<file path="src/rtl/core/scsm_pkg.sv">
// Shared constants for the soft-clip sample mixer pipeline
package scsm_pkg;

  localparam int SampleW = 16;
  localparam int MagW    = 17;   // |a + b| up to 65536
  localparam int SqW     = 33;   // mag^2 up to 2^32
  localparam int KtW     = 35;   // 27*2^30 + mag^2
  localparam int QW      = 36;   // 27*2^30 + 9*mag^2
  localparam int PW      = 51;   // mag * (27*2^30 + mag^2)
  localparam int QuoW    = 15;   // result magnitude stays below 2^15

  localparam logic [QW-1:0] K27 = QW'(27) << 30;

  // stage map: 0 sum/abs, 1 square, 2 sums, 3 product, 4 scale,
  // 5..19 one quotient bit each, 20 output register
  localparam int StScale   = 4;
  localparam int NumStages = StScale + QuoW + 2;
  localparam int StOut     = NumStages - 1;

endpackage

</file>
<file path="src/rtl/core/soft_clip_sample_mixer_core.sv">
// Soft-clip sample mixer: adds two samples and applies a tanh-style clipper.
//
// Input request: in_tdata carries two signed 16-bit samples; it is taken when
// in_tvalid and in_tready are both high. Output request: out_tdata carries one
// signed 16-bit clipped sample, one per input request, in order.
// The sum s = a + b is mapped through s(27*2^30+s^2)/(27*2^30+9s^2), scaled by
// 32767/32768 and truncated toward zero; the magnitude never exceeds 32246.
// Throughput is one sample pair per cycle while out_tready is high.
// Depth is set by the exact quotient: a restoring divider unrolled into
// 15 stages, one quotient bit per stage, behind five stages of sum, square,
// product and scaling.
// Each stage carries its own valid bit; a stage loads whenever it is empty or
// the stage after it moves, so bubbles close up under backpressure and
// in_tready stays high while any stage is free, even when out_tready is low.
// A stalled output holds its data. Synchronous active-low reset empties the
// pipeline; no data is lost or repeated across stalls.
module soft_clip_sample_mixer_core (
  input  logic        clk,
  input  logic        rst_n,
  input  logic        in_tvalid,
  output logic        in_tready,
  input  logic [31:0] in_tdata,   // [15:0] sample_a, [31:16] sample_b
  output logic        out_tvalid,
  input  logic        out_tready,
  output logic [15:0] out_tdata   // [15:0] mixed_sample
);
  import scsm_pkg::*;

  logic [NumStages-1:0] vld_r;
  logic [NumStages-1:0] vld_nxt;
  logic [NumStages-1:0] en;

  // stage 0
  logic             neg0_r;
  logic [MagW-1:0]  mag0_r;
  logic [MagW-1:0]  sum0;
  // stage 1
  logic             neg1_r;
  logic [MagW-1:0]  mag1_r;
  logic [SqW-1:0]   sq1_r;
  logic [2*MagW-1:0] sq_full;
  // stage 2
  logic             neg2_r;
  logic [MagW-1:0]  mag2_r;
  logic [KtW-1:0]   kt2_r;
  logic [QW-1:0]    q2_r;
  // stage 3
  logic             neg3_r;
  logic [PW-1:0]    p3_r;
  logic [QW-1:0]    q3_r;
  logic [MagW+KtW-1:0] p_full;
  // stage 4 onward: scaled dividend then one quotient bit per stage
  logic             ngd_r  [QuoW+1];
  logic [PW-1:0]    rem_r  [QuoW+1];
  logic [QW-1:0]    qd_r   [QuoW+1];
  logic [QuoW-1:0]  quo_r  [QuoW+1];
  logic [PW+QuoW-1:0] scaled;
  // output stage
  logic [SampleW-1:0] out_data_r;

  // ready chain: a stage loads when empty or when its successor loads
  always_comb begin
    en[StOut] = !vld_r[StOut] || out_tready;
    for (int k = StOut - 1; k >= 0; k--) begin
      en[k] = !vld_r[k] || en[k+1];
    end
    for (int k = 0; k < NumStages; k++) begin
      if (en[k]) begin
        vld_nxt[k] = (k == 0) ? in_tvalid : vld_r[(k == 0) ? 0 : k - 1];
      end else begin
        vld_nxt[k] = vld_r[k];
      end
    end
  end

  always_ff @(posedge clk) begin
    if (!rst_n) begin
      vld_r <= '0;
    end else begin
      vld_r <= vld_nxt;
    end
  end

  assign in_tready  = en[0];
  assign out_tvalid = vld_r[StOut];
  assign out_tdata  = out_data_r;

  // sum and magnitude
  assign sum0 = {in_tdata[15], in_tdata[15:0]} + {in_tdata[31], in_tdata[31:16]};

  always_ff @(posedge clk) begin
    if (en[0]) begin
      neg0_r <= sum0[MagW-1];
      mag0_r <= sum0[MagW-1] ? (~sum0 + MagW'(1)) : sum0;
    end
  end

  // square
  assign sq_full = {{MagW{1'b0}}, mag0_r} * {{MagW{1'b0}}, mag0_r};

  always_ff @(posedge clk) begin
    if (en[1]) begin
      neg1_r <= neg0_r;
      mag1_r <= mag0_r;
      sq1_r  <= sq_full[SqW-1:0];
    end
  end

  // numerator factor and denominator
  always_ff @(posedge clk) begin
    if (en[2]) begin
      neg2_r <= neg1_r;
      mag2_r <= mag1_r;
      kt2_r  <= K27[KtW-1:0] + {{(KtW-SqW){1'b0}}, sq1_r};
      q2_r   <= K27 + {{(QW-SqW){1'b0}}, sq1_r} + {sq1_r, 3'b000};
    end
  end

  // numerator product
  assign p_full = {{KtW{1'b0}}, mag2_r} * {{MagW{1'b0}}, kt2_r};

  always_ff @(posedge clk) begin
    if (en[3]) begin
      neg3_r <= neg2_r;
      p3_r   <= p_full[PW-1:0];
      q3_r   <= q2_r;
    end
  end

  // dividend = floor(32767 * p / 32768)
  assign scaled = {p3_r, {QuoW{1'b0}}} - {{QuoW{1'b0}}, p3_r};

  always_ff @(posedge clk) begin
    if (en[StScale]) begin
      ngd_r[0] <= neg3_r;
      rem_r[0] <= scaled[PW+QuoW-1:QuoW];
      qd_r[0]  <= q3_r;
      quo_r[0] <= '0;
    end
  end

  // restoring divider, MSB first
  for (genvar j = 1; j <= QuoW; j++) begin : g_div
    localparam int Sh = QuoW - j;
    logic [PW:0] trial;

    assign trial = {1'b0, rem_r[j-1]} - ({{(PW+1-QW){1'b0}}, qd_r[j-1]} << Sh);

    always_ff @(posedge clk) begin
      if (en[StScale + j]) begin
        ngd_r[j] <= ngd_r[j-1];
        qd_r[j]  <= qd_r[j-1];
        if (!trial[PW]) begin
          rem_r[j] <= trial[PW-1:0];
          quo_r[j] <= quo_r[j-1] | (QuoW'(1) << Sh);
        end else begin
          rem_r[j] <= rem_r[j-1];
          quo_r[j] <= quo_r[j-1];
        end
      end
    end
  end

  // apply sign
  always_ff @(posedge clk) begin
    if (en[StOut]) begin
      if (ngd_r[QuoW]) begin
        out_data_r <= ~{1'b0, quo_r[QuoW]} + SampleW'(1);
      end else begin
        out_data_r <= {1'b0, quo_r[QuoW]};
      end
    end
  end

endmodule

</file>
<file path="config.mk">
export PLATFORM = sky130hd
export DESIGN_NAME = soft_clip_sample_mixer_core
export DESIGN_NICKNAME = d
export VERILOG_FILES = /design/src/rtl/core/scsm_pkg.sv /design/src/rtl/core/soft_clip_sample_mixer_core.sv
export SDC_FILE = /design/constraint.sdc
export NUM_CORES = 2
export LEC_CHECK = 0
export ABC_AREA = 1
export BUFFER_PORTS_ARGS = -buffer_cell sky130_fd_sc_hd__buf_2
export CAP_MARGIN = 20
export CORE_ASPECT_RATIO = 0.5
export CORE_MARGIN = 5
export CORE_UTILIZATION = 59
export CTS_CLUSTER_DIAMETER = 150
export DETAILED_ROUTE_END_ITERATION = 12
export GPL_ROUTABILITY_DRIVEN = 1
export GPL_TIMING_DRIVEN = 0
export PLACE_DENSITY = 0.78
export SYNTH_ARGS = -nofsm -noshare
export SYNTH_HDL_FRONTEND = slang
export SYNTH_SLANG_ARGS = --single-unit
</file>
<file path="constraint.sdc">
create_clock -name clk -period 12.2 [get_ports clk]
set_clock_uncertainty 0.2 [all_clocks]
set_input_delay 2.44 -clock clk [delete_from_list [all_inputs] [get_ports clk]]
set_output_delay 2.44 -clock clk [all_outputs]
set_load 0.005 [all_outputs]
</file>
== Word level (Yosys, flattened, before mapping) ==
Memory sizes are Yosys's and may differ from the RTL's.
Index checks and enable logic that the tools add are counted.
Storage, ports and cells
  word-level logic and storage cells: 292
  bits in registers: 283
  input bits: 36
  bits in writable memories: 1648
  output and inout bits: 18
  memories: 4
Memories
  rem_r: words 16, width 51, read ports 15, clocked after memory_dff 0, wr ports 16, RTL line soft_clip_sample_mixer_core.sv:54  | logic [PW-1:0] rem_r [QuoW+1];
  qd_r: words 16, width 36, read ports 15, clocked after memory_dff 0, wr ports 16, RTL line soft_clip_sample_mixer_core.sv:55  | logic [QW-1:0] qd_r [QuoW+1];
  quo_r: words 16, width 15, read ports 16, clocked after memory_dff 0, wr ports 16, RTL line soft_clip_sample_mixer_core.sv:56  | logic [QuoW-1:0] quo_r [QuoW+1];
  ngd_r: words 16, width 1, read ports 16, clocked after memory_dff 0, wr ports 16, RTL line soft_clip_sample_mixer_core.sv:53  | logic ngd_r [QuoW+1];
Operators by class
  bitwise logic cells: 32
  muxes and demuxes: 154
  multipliers: 2
  add/subtract/negate cells: 22
  reductions and logical operators: 42
Operators with widths (number)
  $mux W51: 15
  $mux W15: 16
  $mux W1: 122
  $sub A66 B51 Y66: 1
  $sub A51 B36 Y52: 1
  $sub A51 B37 Y52: 1
  $sub A51 B38 Y52: 1
  $sub A51 B39 Y52: 1
  $sub A51 B40 Y52: 1
  $sub A51 B41 Y52: 1
  $sub A51 B42 Y52: 1
  $sub A51 B43 Y52: 1
  $sub A51 B44 Y52: 1
  $sub A51 B45 Y52: 1
  $sub A51 B46 Y52: 1
  $sub A51 B47 Y52: 1
  $sub A51 B48 Y52: 1
  $sub A51 B49 Y52: 1
  $sub A51 B50 Y52: 1
  $mul A17 B35 Y51: 1
  $add A35 B33 Y36 const A: 1
  $add A36 B36 Y36: 1
  $add A34 B34 Y35 const A: 1
  $mul A17 B17 Y33: 1
  9 further kinds: 78

== Longest topological paths before layout ==
  depth after elaboration: 22
  depth in mapped cells: 29
  gate-level depth less buffers: 28

== Worst setup path before layout ==
OpenSTA, ideal clock, no wires.
  kind: input port to output port
  from: input out_tready
  to: output in_tready
  cell stages on the path: 12
  required time: 9560 ps
  arrival: 10188 ps
  path buffers: 0
  setup slack: -628 ps
  cell sequence: inv_2 > nand3_2 > nor2_4 > nand4_4 > nor2_4 > nand4_4 > nor2_4 > nand4_4 > nor2_4 > nand4_2 > nor2_2 > nand3_1
Between the ends
  word-level cells in the longest chain between the ends: 21
Ends and longest elaborated chain
  from (decl): RTL line soft_clip_sample_mixer_core.sv:24  | input logic out_tready,
  $logic_or A1 B1 Y1: RTL line soft_clip_sample_mixer_core.sv:63  | en[StOut] = !vld_r[StOut] || out_tready;
  $logic_or A1 B1 Y1: RTL line soft_clip_sample_mixer_core.sv:65  | en[k] = !vld_r[k] || en[k+1];
  net en[19]: RTL line soft_clip_sample_mixer_core.sv:31  | logic [NumStages-1:0] en;
  $logic_or A1 B1 Y1 (4 in a row): RTL line soft_clip_sample_mixer_core.sv:65
  net en[15]: RTL line soft_clip_sample_mixer_core.sv:31
  $logic_or A1 B1 Y1 (4 in a row): RTL line soft_clip_sample_mixer_core.sv:65
  net en[11]: RTL line soft_clip_sample_mixer_core.sv:31
  $logic_or A1 B1 Y1 (4 in a row): RTL line soft_clip_sample_mixer_core.sv:65
  net en[7]: RTL line soft_clip_sample_mixer_core.sv:31
  $logic_or A1 B1 Y1 (4 in a row): RTL line soft_clip_sample_mixer_core.sv:65
  net en[3]: RTL line soft_clip_sample_mixer_core.sv:31
  $logic_or A1 B1 Y1 (3 in a row): RTL line soft_clip_sample_mixer_core.sv:65
  to (decl): RTL line soft_clip_sample_mixer_core.sv:21  | output logic in_tready,
The timed path passes the listed nets, and every way through them passes these cells.

== Worst setup path in the final report ==
Same ends and word-level chain as after synthesis.

==> impl_metrics.tcl <==
set metrics [dict create \
    min_period_ns 10.17 \
    cp_max_fo 47 \
    viasPerCell 5.72 \
    ant_nets 0 \
    use_met3_pct 6.25 \
    worstReg2RegStart "mag2_r[10]$_DFFE_PP_" \
    synth-edff-count 1679 \
    ys_warn_count 0 \
    ctsHoldBuffers 0 \
    met1_usage_pct 42.4 \
    die-area_um2 226000 \
    cap_violations 0 \
    port_buffers 53 \
    outcome "finished clean" \
    setup_viol 0 \
    rr_worst_depth 22 \
    clk_path_buf_depth 4 \
    grtUsageMet2_pct 54.3 \
    maxSlewViolCount 0 \
    hold_end "rem_r[0][363]$_DFFE_PP_" \
    worst_ep_arrival_time_ns 7.53 \
    busiest_layer "met2" \
    synthCells 14511 \
    clkSlewWorstSetupHoldPaths_ns 0.07 \
    drc_errors 0 \
    setup_tns_ns 0 \
    post_cts_resized 0 \
    cpPeakStageDelay_ns 0.64 \
    min_path_cells 0 \
    hold_viol_final 0 \
    num_vias 101515 \
    coreArea_um2 215000 \
    grt_pass1_vias 99848 \
    grt_pass1_wl_um 578000 \
    ff2ff_setup_slack_ns 3.56 \
    drt_iter0_drc 9710 \
    cp-end-kind "output pin" \
    post-place-cells 17461 \
    crit_path_start_kind "primary input" \
    final_common_cell "inv_1" \
    die_y_um 339 \
    place_congestion 1.06 \
    grt_overflow 0 \
    layout_common_cells "inv_1, nand2_1, edfxtp_1" \
    fin_nets 16376 \
    grt_use_total_pct 33.3 \
    cts_htree_levels 4 \
    ys_types 62 \
    ios 54 \
    crit_slowest_cell "nand4_4" \
    cts.sink_count 1700 \
    ys_seq_area_share_pct 39.9 \
    period_share_pct 83.3 \
    tightest_slew_ns 1.20 \
    reg2reg_to "p3_r[49]$_DFFE_PP_" \
    syn-cell-area_um2 127000 \
    hpwl_um 314000 \
    worstHoldPathType "register to register" \
    fin_cells 17751 \
    initial_core_util_pct 59.4 \
    grt_max_degree 83 \
    rsz0062_at_grt "no" \
    cts_tree "yes" \
    path_cells "buf_2, inv_2, nand3_2, nor2_4, nand4_4, nor2_4, nand4_4, buf_16, nor2_4, nand4_4, buf_16, nor2_4, nand4_4, nor2_2, nand3_1, buf_8, buf_2" \
    drt-pass1-iter-count 7 \
    layout-drive-gt1-share_pct 3.68 \
    async_flop_share_pct 0 \
    synth.avg_cell_area_um2 8.79 \
    antenna_found_initial 7 \
    drt_wl_total_um 380000 \
    ys_ff_latch 1700 \
    syn_to_final_growth_pct 7.84 \
    min-delay-start "rem_r[0][312]$_DFFE_PP_" \
    crit_type "primary input to output pin" \
    clk-insertion-delay-late_ns 0.85 \
    cts_made_buffers 163 \
    post-cts-setup-buffer-count 0 \
    worstPathRequired_ns 9.56 \
    routedWlPerCell_um 21.4 \
    ys.flop_type "edfxtp_1" \
    cts_root_buf "clkbuf_16" \
    row_count 120 \
    slew_headroom_pct 20.1 \
    die_w_um 667 \
    max_freq_ghz 0.0984 \
]
## kinds of logic (layout without fill, tap and decap cells)
kind of cell	count (synthesis)	after routing	synth area share (%)
fa+ha+maj	1579	1579	19.5
simple gates	4776	4776	15.2
flops	1700	1700	39.9
buf+inv	3253	3616	9.74
xor+xnor	683	683	4.69
mux	1	1	0.00883
compound gates	2517	2517	11.0
other cells	2	12	0.00589
## state kept, by name (all words and copies together) (netlist names), 31 cells and up
name	count
kt2_r	33
rem_r	765
sq1_r	31
q3_r	34
p3_r	51
quo_r	120
q2_r	33
qd_r	525
## worst max-delay path, delay by kind of cell
kind	cells	cell delay (ns)
and+or+nand+nor	11	3.96
buffers and inverters	6	1.04
## per-layer routing
metal,vias up,part of all wire (%)
met5,-,0.011
met4,6,6.2
met3,1068,8.5
met2,4419,46
met1,48303,39
li1,47719,-
## cell usage after synthesis, types with 28 or more instances
cell type | instances | area (um2)
o21ai_1 | 68 | 340
xnor2_1 | 345 | 3020
nand3_1 | 339 | 1700
a21boi_0 | 36 | 270
nor3_1 | 114 | 571
o211ai_1 | 44 | 330
o21bai_1 | 54 | 405
nand2_1 | 2797 | 10500
o21a_1 | 60 | 450
o21ai_2 | 28 | 245
buf_2 | 45 | 225
a31oi_1 | 223 | 1400
edfxtp_1 | 1679 | 50400
inv_1 | 2954 | 11100
xor2_1 | 338 | 2960
a21oi_1 | 964 | 4820
nor2_1 | 1217 | 4570
clkbuf_1 | 212 | 796
fa_1 | 680 | 13600
nor4_1 | 74 | 463
ha_1 | 899 | 11200
or2_2 | 61 | 382
nand4_1 | 97 | 607
a21o_1 | 78 | 586
o21ai_0 | 870 | 4350
## how the worst max path moves through the flow
stage	start	end	slack [ns]	cells past startpoint
floorplan	out_tready	in_tready	0.19	12
finish	out_tready	in_tready	2.03	17
global placement	out_tready	in_tready	-3.34	14
global route	out_tready	in_tready	1.71	17
detailed placement	out_tready	in_tready	1.35	16
CTS	out_tready	in_tready	1.33	16
## area by class of cell
type,instances,area (um2)
diodes,3,7.51
plain buffers,283,1270
well taps,2867,3590
fillers,18173,77100
clock inverters,93,1210
multi-input cells,9565,64300
repair buffers,78,868
inverters,2970,11200
flip-flops and latches,1700,50800
clock buffers,192,4240
## metrics by stage
step / cell area, um2 / setup slack (ns) / hold WS [ns] / util, %
after floorplan: 128000 / 0.186 / 0.200 / -
after global placement: 131000 / -3.34 / 0.200 / 61.2
after detailed placement: 132000 / 1.35 / 0.205 / 61.5
after CTS: 137000 / 1.33 / 0.186 / 64.1
after global routing: 137000 / 1.71 / 0.191 / 64.1
final: 138000 / 2.03 / 0.176 / 64.1
Power is not shown: default switching activity piles up to over one toggle a cycle in this logic, so the estimate is an artifact.
